$ cat src/ibu_pkg.sv
// ----------------------------------------------------------------------------
// ibu_pkg
// Types, widths and constants shared by the Bayesian unfolder.
// ----------------------------------------------------------------------------
package ibu_pkg;

  localparam int NUM_BINS   = 1024;
  localparam int ADDR_W     = $clog2(NUM_BINS);
  localparam int BIN_W      = 10;
  localparam int RINGS      = 4;
  localparam int RESP_W     = 16;
  localparam int EFF_W      = 18;
  localparam int PROB_W     = 25;
  localparam int CNT_W      = 32;
  localparam int MEAS_W     = 32;
  localparam int ITER_W     = 20;
  localparam int NUM_W      = RESP_W + PROB_W;
  localparam int SUM_W      = 48;
  localparam int PROD_W     = MEAS_W + PROB_W;
  localparam int ACC_W      = PROD_W + 2;
  localparam int TOT_W      = CNT_W + ADDR_W;
  localparam int DIV_W      = 48;
  localparam int Q_W        = 32;
  localparam int STEP_W     = 6;
  localparam int FRAC_STEPS = 24;
  localparam int CAUSE_STEPS = 32;
  localparam int PADDR_W    = 5;
  localparam int PDATA_W    = 32;

  localparam logic [SUM_W-1:0]  SUM_MAX = {SUM_W{1'b1}};
  localparam logic [PROB_W-1:0] ONE_Q24 = PROB_W'(1) << 24;
  localparam logic [PROB_W-1:0] UNIFORM =
    PROB_W'(((1 << 24) + NUM_BINS / 2) / NUM_BINS);
  localparam logic [ITER_W-1:0] ITER_RESET = ITER_W'(100001);

  localparam logic [2:0] REG_MEAS1 = 3'd0;
  localparam logic [2:0] REG_MEAS2 = 3'd1;
  localparam logic [2:0] REG_MEAS3 = 3'd2;
  localparam logic [2:0] REG_MEAS4 = 3'd3;
  localparam logic [2:0] REG_ITER  = 3'd4;

  localparam logic CMD_LOAD = 1'b0;
  localparam logic CMD_READ = 1'b1;

  typedef struct packed {
    logic              command;
    logic [BIN_W-1:0]  bin_index;
    logic [RESP_W-1:0] resp_ring1;
    logic [RESP_W-1:0] resp_ring2;
    logic [RESP_W-1:0] resp_ring3;
    logic [RESP_W-1:0] resp_ring4;
    logic              last_load;
  } item_t;

  typedef struct packed {
    logic [BIN_W-1:0]  out_bin;
    logic [CNT_W-1:0]  bin_counts;
    logic [PROB_W-1:0] bin_probability;
  } result_t;

  typedef struct packed {
    logic sum_clr;
    logic sum_add;
    logic div_start;
    logic prod_load;
  } lane_ctl_t;

endpackage

$ cat src/ibu_div.sv
// ----------------------------------------------------------------------------
// ibu_div
// Restoring divider, one quotient bit per cycle. The caller must start the
// remainder below the divisor (unchecked); dividend bits shift in msb first.
// ----------------------------------------------------------------------------
module ibu_div import ibu_pkg::*; (
  input  logic              clk,
  input  logic              rst,
  input  logic              start,
  input  logic [DIV_W-1:0]  rem_init,
  input  logic [DIV_W-1:0]  divisor,
  input  logic [Q_W-1:0]    shin,
  input  logic [STEP_W-1:0] steps,
  output logic              done,
  output logic [Q_W-1:0]    quot
);

  logic              run;
  logic [STEP_W-1:0] cnt;
  logic [DIV_W-1:0]  rem;
  logic [DIV_W-1:0]  dv;
  logic [Q_W-1:0]    sh;
  logic [DIV_W:0]    rem2;
  logic [DIV_W:0]    diff;
  logic              ge;

  assign rem2 = {rem, sh[Q_W-1]};
  assign diff = rem2 - {1'b0, dv};
  assign ge   = rem2 >= {1'b0, dv};

  always_ff @(posedge clk) begin
    if (rst) begin
      run  <= 1'b0;
      done <= 1'b0;
      cnt  <= '0;
    end else begin
      done <= 1'b0;
      if (start) begin
        run <= 1'b1;
        cnt <= steps;
      end else if (run) begin
        cnt <= cnt - STEP_W'(1);
        if (cnt == STEP_W'(1)) begin
          run  <= 1'b0;
          done <= 1'b1;
        end
      end
    end
  end

  always_ff @(posedge clk) begin
    if (start) begin
      rem  <= rem_init;
      dv   <= divisor;
      sh   <= shin;
      quot <= '0;
    end else if (run) begin
      rem  <= ge ? diff[DIV_W-1:0] : rem2[DIV_W-1:0];
      sh   <= {sh[Q_W-2:0], 1'b0};
      quot <= {quot[Q_W-2:0], ge};
    end
  end

endmodule

$ cat config.mk
export PLATFORM = sky130hd
export DESIGN_NAME = ibu_div
export DESIGN_NICKNAME = d
export VERILOG_FILES = /design/src/ibu_pkg.sv /design/src/ibu_div.sv
export SDC_FILE = /design/constraint.sdc
export NUM_CORES = 1
export LEC_CHECK = 0
export BUFFER_PORTS_ARGS = -buffer_cell sky130_fd_sc_hd__clkbuf_2
export CAP_MARGIN = 0
export CORE_MARGIN = 10
export CORE_UTILIZATION = 50
export CTS_CLUSTER_DIAMETER = 40
export DETAILED_ROUTE_END_ITERATION = 10
export GPL_TIMING_DRIVEN = 1
export PLACE_DENSITY = 0.72
export SYNTH_ARGS = -nofsm -noshare
export SYNTH_HDL_FRONTEND = slang
export SYNTH_SLANG_ARGS = --single-unit
$ cat constraint.sdc
create_clock -name clk -period 4.8 [get_ports clk]
set_input_delay 0.96 -clock clk [delete_from_list [all_inputs] [get_ports clk]]
set_output_delay 0.96 -clock clk [all_outputs]
set_load 0.1 [all_outputs]
==> summary.txt <==
CTS
  – Root Driver: clkbuf_16
  – Worst-path clk slew: 0.07 ns
  – Post-CTS Setup Inserts: 0
  – Clk sink count: about 170
  – CTS Buf Count: 17
  – CTS tree: yes
  – Htree depth: 4
  – Hold Buf Count CTS: 0
  – # resized after CTS: 0
  – Latest clock arrival within the worst-skew pair: about 0.43 ns
  – CTS max path bufs: 2

Global routing
  – GRT Total Usage: 0.178
  – Vias in the first global route: roughly 7,700
  – Largest net degree at the start of global routing: 144
  – Remaining global-route overflow: 0
  – First-pass GRT wire length: 38,400 um
  – Initial antenna violation count: 1

Synth
  – Biggest area consumer among synthesized cells: edfxtp_1
  – Post-synthesis instance area: between 9000 and 10,000 um2
  – Synth Flop Type: edfxtp_1
  – Adder-Cell Fraction of Synth Area: 0.0649
  – Synth Warn #: 0
  – Post-synthesis mux area share: 0.0734
  – Net Count, Synth: 1,151
  – Post-Syn Instances: between 900 and 1,000
  – Commonest cells in the synthesized netlist: 128 x edfxtp_1, 79 x nor2_1, 77 x nand2_1
  – EDFF count, synth: between 100 and 150
  – Post-synthesis simple-gate area fraction: 0.152
  – Async S/R FF share, synth: 0
  – Post-synth top area share: 0.386
  – Synth Area in Compound Gates: 0.159
  – Synth top area cells: edfxtp_1 39%, dfxtp_1 8.0%, ha_1 6.3%, mux2i_1 3.7%, mux2_2 3.6%
  – Sequential share of the synthesized area: 0.467
  – Most frequent cell after synthesis: edfxtp_1
  – Synth unique cells: 65
  – Main combinational cell family by area after synthesis: compound AO/OA/AOI/OAI gates
  – Register bit total from synthesis: 168
  – Post-Synth XOR/XNOR Area: 0.0378
  – Avg Cell Area, Syn: 10.3 um2

Detailed routing
  – Routed Antenna Nets: 0
  – Drc violations: 0
  – Wire per inst: around 17 um
  – Drt first-iter violations: roughly 360
  – DR pass1 iterations: 5
  – Total Routed Length: roughly 24,000 um
  – Vias/cell: 5.54
  – Via count: 7,627

Timing
  – Final setup TNS: 0 ns
  – Tcrit/Tclk final: 0.805
  – Max Freq: 0.259 GHz
  – RSZ-0062 raised after global routing: false
  – Worst slew pin tran: 0.874 ns
  – Min cycle time layout: 3.86 ns
  – Slew HR: 0.402
  – Layout Skew: 0.0104 ns
  – Final hold violation count: 0
  – Final setup viols: 0
  – Slew Limit Fails: 0

Setup path
  – Reg2Reg Setup Slack: slightly above 0.9 ns
  – Worst Path Buf+Inv: 2
  – Slowest CP cell: a2111oi_0
  – Crit. End Element: register
  – CP Cell Sequence: inv_1, ha_1, inv_1, fa_1, a211oi_1, nor2_1, a2111oi_0, o31ai_1, a211oi_2, o21bai_1, xnor2_1, nor3_1, a221o_1
  – Crit-path leading delay family: compound AO/OA/AOI/OAI gates
  – CP Data Required Time: about 5 ns
  – Startpoint types: register
  – Arrival @ worst endpoint: 4.04 ns
  – CP max stage delay: 0.82 ns
  – Worst-path maximum fanout: 5
  – Most common cell on crit path: inv_1
  – Critical path type: reg2reg

Floorplan
  – Die area: 26,000 um2
  – Die Span Y: 161 um
  – Die Span X: around 160 um
  – # rows: 51
  – I/O Pins: 170
  – Starting density of the core: 0.510
  – Area of the core: 19,500 um2

Run
  – Max_cap viols: 0

Place
  – Area post-placement: 11,000 um2
  – Hpwl dp: approximately 17,000 um
  – Port bufs: between 150 and 200
  – Routability cong.: 0.866

Finish
  – Fillers: 1,677
  – Area delta synth->final: 16.3%
  – Nets: 1,286
  – Final Cell Area: 11,600 um2
  – Layout cells sized above 1: 0.233

Pwr
  – Leak: between 4 and 5 nW
  – Pwr per Cell Area: 474 nW/um2
  – Worst-case vdd ir drop: 0.261 mV

Worst hold path
  – Hold Crit Class: reg2reg

Status
  – Status: finished clean
==> metal layers <==
metal	GRT usage	part of all wire
met2	0.287	0.47
met3	0.0737	0.079
met1	0.220	0.44
met5	0	0.00055
met4	0.0360	0.0091
==> tightest hold or removal path, cell delays in order (launching register included) <==
cell and delay (ns):
dfxtp_1 0.33, mux2i_1 0.07, nor2_1 0.07
==> report_power, final <==
part / switching [mW] / internal [mW]
registers: 0.106 / 1.83
clock network: 0.670 / 0.749
logic: 1.25 / 0.888
total: 2.02 / 3.47
==> path summary, 6_finish.rpt <==
kind            start        to  cells past startpoint
max            sh[31]   rem[32]                     13
min          quot[31]  quot[31]                      2
max reg2reg    sh[31]   rem[32]                     13
min reg2reg  quot[31]  quot[31]                      2
==> registers in the layout, indices dropped and copies added, names as in the netlist <==
register / count
rem: 48
done: 1
quot: 32
dv: 48
cnt: 6
run: 1
sh: 32
==> layout make-up <==
class / count / area, um2 / share of cell area
multi-input cells: 677 / 4850 / 0.419
flip-flops and latches: 168 / 4650 / 0.401
repair buffers: 175 / 912 / 0.0788
clock buffers: 17 / 425 / 0.0368
well taps: 265 / 332 / 0.0286
inverters: 59 / 221 / 0.0191
clock inverters: 15 / 181 / 0.0157
diodes: 1 / 2.50 / 0.000216
==> layout by cell type (no fill, tap or decap), types with 5 or more instances in the layout <==
cell,count
xnor2_1,24
o21a_1,5
nor2b_1,16
a221o_1,6
o21ai_1,12
and3_1,10
o31ai_1,6
clkbuf_2,168
nand2b_1,8
clkbuf_16,17
ha_1,50
nor2_1,79
nand4_1,12
o21ai_0,15
mux2i_1,37
a21o_1,30
inv_8,5
a21oi_1,55
nor3_1,16
a211oi_1,8
nand2_1,77
nor4_1,5
edfxtp_1,128
dfxtp_1,39
mux2_2,32
o21bai_1,9
xor2_1,19
o311ai_1,29
buf_4,5
o211ai_1,6
inv_1,59
nand3_1,20
nand3b_1,32
==> logic make-up (layout without fill, tap and decap cells) <==
| kind of cell | Yosys count | in the layout |
|---|---|---|
| buf+inv | 118 | 266 |
| mux | 69 | 69 |
| flops | 168 | 168 |
| simple gates | 298 | 298 |
| other cells | 0 | 1 |
| fa+ha+maj | 51 | 51 |
| compound gates | 216 | 216 |
| xor+xnor | 43 | 43 |
==> per-stage QoR <==
step | util | instances | hold WS, ns | setup slack (ns) | power [mW]
after floorplan | - | 963 | 0.525 | 1.55 | 3.62
final | 0.593 | 1377 | 0.503 | 0.935 | 5.49
after global routing | 0.593 | 1376 | 0.557 | 0.534 | 5.84
after detailed placement | 0.562 | 1344 | 0.489 | 0.919 | 4.08
after CTS | 0.593 | 1376 | 0.504 | 0.917 | 5.50
after global placement | 0.562 | 1344 | 0.475 | 1.05 | 4.04
Power figures use the tool's default switching activity.
