--- src/ibu_pkg.sv ---
// ----------------------------------------------------------------------------
// ibu_pkg
// Types, widths and constants shared by the Bayesian unfolder.
// ----------------------------------------------------------------------------
package ibu_pkg;

  localparam int NUM_BINS   = 1024;
  localparam int ADDR_W     = $clog2(NUM_BINS);
  localparam int BIN_W      = 10;
  localparam int RINGS      = 4;
  localparam int RESP_W     = 16;
  localparam int EFF_W      = 18;
  localparam int PROB_W     = 25;
  localparam int CNT_W      = 32;
  localparam int MEAS_W     = 32;
  localparam int ITER_W     = 20;
  localparam int NUM_W      = RESP_W + PROB_W;
  localparam int SUM_W      = 48;
  localparam int PROD_W     = MEAS_W + PROB_W;
  localparam int ACC_W      = PROD_W + 2;
  localparam int TOT_W      = CNT_W + ADDR_W;
  localparam int DIV_W      = 48;
  localparam int Q_W        = 32;
  localparam int STEP_W     = 6;
  localparam int FRAC_STEPS = 24;
  localparam int CAUSE_STEPS = 32;
  localparam int PADDR_W    = 5;
  localparam int PDATA_W    = 32;

  localparam logic [SUM_W-1:0]  SUM_MAX = {SUM_W{1'b1}};
  localparam logic [PROB_W-1:0] ONE_Q24 = PROB_W'(1) << 24;
  localparam logic [PROB_W-1:0] UNIFORM =
    PROB_W'(((1 << 24) + NUM_BINS / 2) / NUM_BINS);
  localparam logic [ITER_W-1:0] ITER_RESET = ITER_W'(100001);

  localparam logic [2:0] REG_MEAS1 = 3'd0;
  localparam logic [2:0] REG_MEAS2 = 3'd1;
  localparam logic [2:0] REG_MEAS3 = 3'd2;
  localparam logic [2:0] REG_MEAS4 = 3'd3;
  localparam logic [2:0] REG_ITER  = 3'd4;

  localparam logic CMD_LOAD = 1'b0;
  localparam logic CMD_READ = 1'b1;

  typedef struct packed {
    logic              command;
    logic [BIN_W-1:0]  bin_index;
    logic [RESP_W-1:0] resp_ring1;
    logic [RESP_W-1:0] resp_ring2;
    logic [RESP_W-1:0] resp_ring3;
    logic [RESP_W-1:0] resp_ring4;
    logic              last_load;
  } item_t;

  typedef struct packed {
    logic [BIN_W-1:0]  out_bin;
    logic [CNT_W-1:0]  bin_counts;
    logic [PROB_W-1:0] bin_probability;
  } result_t;

  typedef struct packed {
    logic sum_clr;
    logic sum_add;
    logic div_start;
    logic prod_load;
  } lane_ctl_t;

endpackage

--- src/ibu_div.sv ---
// ----------------------------------------------------------------------------
// ibu_div
// Restoring divider, one quotient bit per cycle. The caller must start the
// remainder below the divisor (unchecked); dividend bits shift in msb first.
// ----------------------------------------------------------------------------
module ibu_div import ibu_pkg::*; (
  input  logic              clk,
  input  logic              rst,
  input  logic              start,
  input  logic [DIV_W-1:0]  rem_init,
  input  logic [DIV_W-1:0]  divisor,
  input  logic [Q_W-1:0]    shin,
  input  logic [STEP_W-1:0] steps,
  output logic              done,
  output logic [Q_W-1:0]    quot
);

  logic              run;
  logic [STEP_W-1:0] cnt;
  logic [DIV_W-1:0]  rem;
  logic [DIV_W-1:0]  dv;
  logic [Q_W-1:0]    sh;
  logic [DIV_W:0]    rem2;
  logic [DIV_W:0]    diff;
  logic              ge;

  assign rem2 = {rem, sh[Q_W-1]};
  assign diff = rem2 - {1'b0, dv};
  assign ge   = rem2 >= {1'b0, dv};

  always_ff @(posedge clk) begin
    if (rst) begin
      run  <= 1'b0;
      done <= 1'b0;
      cnt  <= '0;
    end else begin
      done <= 1'b0;
      if (start) begin
        run <= 1'b1;
        cnt <= steps;
      end else if (run) begin
        cnt <= cnt - STEP_W'(1);
        if (cnt == STEP_W'(1)) begin
          run  <= 1'b0;
          done <= 1'b1;
        end
      end
    end
  end

  always_ff @(posedge clk) begin
    if (start) begin
      rem  <= rem_init;
      dv   <= divisor;
      sh   <= shin;
      quot <= '0;
    end else if (run) begin
      rem  <= ge ? diff[DIV_W-1:0] : rem2[DIV_W-1:0];
      sh   <= {sh[Q_W-2:0], 1'b0};
      quot <= {quot[Q_W-2:0], ge};
    end
  end

endmodule

--- src/ibu_lane.sv ---
// ----------------------------------------------------------------------------
// ibu_lane
// One detector ring: forms R*p, accumulates the ring sum, derives the
// Q1.24 weight R*p/S and scales it by the ring's measured count.
// ----------------------------------------------------------------------------
module ibu_lane import ibu_pkg::*; (
  input  logic              clk,
  input  logic              rst,
  input  lane_ctl_t         ctl,
  input  logic [RESP_W-1:0] resp,
  input  logic [PROB_W-1:0] prior,
  input  logic [MEAS_W-1:0] meas,
  output logic              div_done,
  output logic [PROD_W-1:0] prod
);

  logic [NUM_W-1:0]  num;
  logic [SUM_W-1:0]  sum;
  logic [SUM_W:0]    sum_wide;
  logic              s_zero;
  logic              s_full;
  logic [Q_W-1:0]    quot;
  logic [PROB_W-1:0] w;

  assign sum_wide = {1'b0, sum} + (SUM_W+1)'(num);

  always_ff @(posedge clk) begin
    num <= resp * prior;
    if (ctl.sum_clr) begin
      sum <= '0;
    end else if (ctl.sum_add) begin
      sum <= sum_wide[SUM_W] ? SUM_MAX : sum_wide[SUM_W-1:0];
    end
    if (ctl.div_start) begin
      s_zero <= sum == '0;
      s_full <= SUM_W'(num) >= sum;
    end
    if (ctl.prod_load) begin
      prod <= meas * w;
    end
  end

  always_comb begin
    if (s_zero) begin
      w = '0;
    end else if (s_full) begin
      w = ONE_Q24;
    end else begin
      w = quot[PROB_W-1:0];
    end
  end

  ibu_div u_div (
    .clk      (clk),
    .rst      (rst),
    .start    (ctl.div_start),
    .rem_init (DIV_W'(num)),
    .divisor  (DIV_W'(sum)),
    .shin     ('0),
    .steps    (STEP_W'(FRAC_STEPS)),
    .done     (div_done),
    .quot     (quot)
  );

endmodule

--- config.mk ---
export PLATFORM = sky130hd
export DESIGN_NAME = ibu_lane
export DESIGN_NICKNAME = d
export VERILOG_FILES = /design/src/ibu_pkg.sv /design/src/ibu_div.sv /design/src/ibu_lane.sv
export SDC_FILE = /design/constraint.sdc
export NUM_CORES = 2
export LEC_CHECK = 0
export ABC_AREA = 0
export BUFFER_PORTS_ARGS = -buffer_cell sky130_fd_sc_hd__buf_2
export CAP_MARGIN = 10
export CORE_MARGIN = 2
export CORE_UTILIZATION = 60
export CTS_BUF_LIST = sky130_fd_sc_hd__clkbuf_4
export CTS_CLUSTER_DIAMETER = 30
export DETAILED_ROUTE_END_ITERATION = 8
export HOLD_SLACK_MARGIN = 0.03
export PLACE_DENSITY_LB_ADDON = 0.1
export RECOVER_POWER = 50
export SYNTH_ARGS = -nofsm -noshare
export SYNTH_HDL_FRONTEND = slang
export SYNTH_SLANG_ARGS = --single-unit
--- constraint.sdc ---
create_clock -name clk -period 7.85 [get_ports clk]
set_input_delay 0.3925 -clock clk [delete_from_list [all_inputs] [get_ports clk]]
set_output_delay 0.3925 -clock clk [all_outputs]
set_load 0.1 [all_outputs]
==> flow_results.xml <==
<?xml version="1.0" encoding="UTF-8"?>
<metrics>
  <group name="timing">
    <metric name="timing_worst_slew_pin_value" unit="ns">4.015</metric>
    <metric name="max_freq" unit="MHz">130.0</metric>
    <metric name="final_period_minus_worst_setup_slack" unit="ns">7.693</metric>
    <metric name="unrepaired_setup_endpoints_after_global_routing" unit="">true</metric>
    <metric name="clock-skew-final" unit="ns">0.06083</metric>
    <metric name="max_slew_margin" unit="%">-167.7</metric>
    <metric name="final_min_period_over_clock_period" unit="%">98.01</metric>
    <metric name="hold_viol" unit="">0</metric>
    <metric name="finalHoldWorstSlack" unit="ns">0.1722</metric>
    <metric name="final.setup.worst_slack" unit="ns">0.1566</metric>
    <metric name="slew_limit_fails" unit="">199</metric>
    <metric name="finalSetupViolations" unit="">0</metric>
  </group>
  <group name="layout">
    <metric name="layout.nets" unit="">7741</metric>
    <metric name="syn2layout_area_growth" unit="%">9.902</metric>
    <metric name="fillCellCount" unit="">7593</metric>
    <metric name="fraction_of_layout_instances_using_a_drive_strength_above_1" unit="%">11.67</metric>
    <metric name="postLayoutCellArea" unit="sq um">59820</metric>
  </group>
  <group name="drt">
    <metric name="drt_drc_violations_left" unit="">0</metric>
    <metric name="drt_first_iter_violations" unit="">3755</metric>
    <metric name="drt-total-wl" unit="um">151700</metric>
    <metric name="vias" unit="">42930</metric>
    <metric name="ant_nets" unit="">0</metric>
    <metric name="number_of_detailed_route_iterations_in_the_first_pass" unit="">6</metric>
    <metric name="route.detailed.vias_per_inst" unit="">5.749</metric>
    <metric name="avgRoutedWirePerCell" unit="um">20.32</metric>
  </group>
  <group name="clocking">
    <metric name="clkLatencyLatePin" unit="ns">0.93</metric>
    <metric name="cts_inserted_buffers" unit="">85</metric>
    <metric name="cts_root_buf" unit="">sky130_fd_sc_hd__clkbuf_4</metric>
    <metric name="cts_max_level" unit="">3</metric>
    <metric name="clkTransAtPathRegs" unit="ns">0.06</metric>
    <metric name="clock_tree_from_tritoncts" unit="">yes</metric>
    <metric name="cts_sinks" unit="">277</metric>
    <metric name="cts.path.max_buffers" unit="">3</metric>
  </group>
  <group name="critical_path">
    <metric name="worst_setup_path_start_kind" unit="">flop</metric>
    <metric name="category_of_the_worst_setup_path_capture_point" unit="">flop</metric>
    <metric name="worstPathMaxFanout" unit="">6</metric>
    <metric name="worst-setup-path-type" unit="">flop to flop</metric>
    <metric name="worst_path_max_delay_cell" unit="">sky130_fd_sc_hd__fa_1</metric>
    <metric name="cp_data_arrival_time" unit="ns">8.34</metric>
    <metric name="cp_slowest_stage_delay" unit="ns">0.58</metric>
    <metric name="timing.critical_path.required" unit="ns">8.50</metric>
    <metric name="cpMostUsedCell" unit="">sky130_fd_sc_hd__fa_1</metric>
  </group>
  <group name="grt">
    <metric name="grt.overflow.total" unit="">0</metric>
    <metric name="grt_antenna_before_repair" unit="">11</metric>
    <metric name="vias_in_the_first_global_route" unit="">44730</metric>
    <metric name="grt_use_total" unit="%">32.84</metric>
    <metric name="wire_length_of_the_first_global_routing_pass" unit="um">240900</metric>
    <metric name="grt_max_degree" unit="">97</metric>
  </group>
  <group name="placed_design">
    <metric name="cell_area_after_placement" unit="sq um">57280</metric>
    <metric name="io_buffers" unit="">136</metric>
    <metric name="place_congestion" unit="">0.9443</metric>
    <metric name="detailedPlacementHpwl" unit="um">116900</metric>
    <metric name="dp_slack" unit="ns">-0.4263</metric>
  </group>
  <group name="pwr">
    <metric name="p_total" unit="mW">17.35</metric>
    <metric name="power_per_cell_area" unit="nW/um^2">290.0</metric>
    <metric name="power_leakage" unit="nW">30.57</metric>
    <metric name="worst_ir_drop_vdd" unit="mV">0.4654</metric>
  </group>
  <group name="synthesis">
    <metric name="synth.ff_latch_count" unit="">277</metric>
    <metric name="synth.net_count" unit="">7570</metric>
    <metric name="syn-cell-area" unit="sq um">54430</metric>
    <metric name="synth-edff-count" unit="">148</metric>
    <metric name="syn_inst" unit="">6045</metric>
    <metric name="synth_ff_type" unit="">sky130_fd_sc_hd__edfxtp_1</metric>
    <metric name="synth_area_leaders" unit="">sky130_fd_sc_hd__fa_1 37%, sky130_fd_sc_hd__ha_1 10%, sky130_fd_sc_hd__inv_1 8.4%</metric>
    <metric name="synth_area_leader_cell" unit="">sky130_fd_sc_hd__fa_1</metric>
    <metric name="synth.top_cells.by_count" unit="">1215 x sky130_fd_sc_hd__inv_1, 1009 x sky130_fd_sc_hd__fa_1, 802 x sky130_fd_sc_hd__nand2_1</metric>
    <metric name="ys_async_rst_share" unit="%">0</metric>
    <metric name="synth.lib_cells_used.distinct" unit="">82</metric>
    <metric name="sequential_to_total_area_share_from_yosys_stat" unit="%">12.91</metric>
    <metric name="yosys.cell_count.top_type" unit="">sky130_fd_sc_hd__inv_1</metric>
    <metric name="netlist.area_leader.share" unit="%">37.11</metric>
    <metric name="ys_warn_count" unit="">0</metric>
    <metric name="syn_avg_cell_area" unit="sq um">9.005</metric>
  </group>
  <group name="floorplan">
    <metric name="dieArea" unit="sq um">93150</metric>
    <metric name="die_width" unit="um">305.2</metric>
    <metric name="row_count" unit="">110</metric>
    <metric name="initial_standard_cell_utilization_of_the_core" unit="%">60.47</metric>
    <metric name="core_region_area" unit="sq um">90010</metric>
    <metric name="io_pins" unit="">137</metric>
    <metric name="dieHeight" unit="um">305.2</metric>
  </group>
  <group name="job">
    <metric name="max_cap_viol_count" unit="">3</metric>
  </group>
  <group name="status">
    <metric name="run_status" unit="">finished, violations left</metric>
    <metric name="failed_checks" unit="">max-capacitance violations, max-slew violations</metric>
  </group>
  <group name="hold_path">
    <metric name="hold_path_class" unit="">input port to flop</metric>
  </group>
</metrics>
[logic make-up (layout without fill, tap and decap cells)]
| family | count (synthesis) | in the layout | synth area share, % |
|---|---|---|---|
| simple gates | 1857 | 1857 | 16.49 |
| buf+inv | 1556 | 1792 | 10.82 |
| fa+ha+maj | 1446 | 1446 | 47.15 |
| compound gates | 674 | 674 | 8.610 |
| flops | 277 | 277 | 12.91 |
| xor+xnor | 170 | 170 | 2.735 |
| mux | 65 | 65 | 1.283 |
| other cells | 0 | 11 | 0 |
[what timing repair did]
action | CTS | global route
pin swaps | 1 | 87
buffers inserted | 0 | 26
cloned | 0 | 16
setup endpoints to repair | 14 | 18
hold buffers | 4 | 0
endpoints found under the hold margin | 25 | 0
resized for setup | 15 | 175
[power by group]
group	internal (mW)	switching, mW	total, mW
combinational	5.43	7.92	13.3
clock	0.748	0.745	1.49
sequential	2.13	0.378	2.51
[flip-flops by register name (all words and copies together), names as in the netlist]
register / flops
prod: 57
sum: 48
u_div.dv: 48
u_div.rem: 48
num: 41
u_div.quot: 25
u_div.cnt: 6
s_full: 1
s_zero: 1
u_div.done: 1
u_div.run: 1
[final cells by class]
class	instances	area (sq um)	share of cell area [%]
clock inverter	41	272.8	0.4559
sequential	277	7028	11.75
tap	1176	1471	2.460
antenna	11	27.53	0.04601
timing repair buffer	425	3386	5.660
inverter	1215	4561	7.623
clock buffer	111	833.3	1.393
multi-input combinational	4212	42240	70.61
[through the flow]
step	setup TNS, ns	utilization (%)	instances
final	0	66.46	7468
after global routing	-0.5726	66.46	7466
after CTS	0	64.96	7416
after detailed placement	-2.711	63.64	7260
after global placement	-2.379	63.64	7260
after floorplan	0	-	6045
[worst paths after layout]
kind | end | slack [ns] | start | cells after the start
max | prod[55] | 0.16 | s_zero | 31
min | num[1] | 0.17 | prior[1] | 3
max reg2reg | prod[55] | 0.16 | s_zero | 31
min reg2reg | u_div.dv[46] | 0.50 | sum[46] | 0
[placed cells by master (no fill, tap or decap), types with 121 or more instances in the layout]
cell                       Yosys  final
sky130_fd_sc_hd__a21oi_1     206    193
sky130_fd_sc_hd__and2_1      157    145
sky130_fd_sc_hd__and3_1      432    422
sky130_fd_sc_hd__buf_4         0    228
sky130_fd_sc_hd__dfxtp_1     129    128
sky130_fd_sc_hd__edfxtp_1    148    148
sky130_fd_sc_hd__fa_1       1009    993
sky130_fd_sc_hd__ha_1        437    413
sky130_fd_sc_hd__inv_1      1215   1209
sky130_fd_sc_hd__nand2_1     802    798
sky130_fd_sc_hd__nor2_1      225    222
sky130_fd_sc_hd__o21ai_0     129    121
[routing by layer]
metal  global-route usage (%)  vias to the layer above  routed length, um
li1                         -                    19370                  -
met1                    45.94                    21410              64020
met2                    52.14                     1814              68560
met3                    6.663                      339              14160
met4                    9.486                        6               4956
met5                        0                        -                 35
[critical path: cells and delay by family, from the launching register on]
kind / cells / cell delay (ns)
AO/OA/AOI/OAI: 7 / 1.19
XOR/XNOR: 1 / 0.09
buffers and inverters: 12 / 1.37
adder cells (fa/ha/maj): 8 / 3.93
flip-flops: 1 / 0.40
AND/OR/NAND/NOR: 3 / 0.42
No activity file was read; power rests on OpenSTA's default activity.
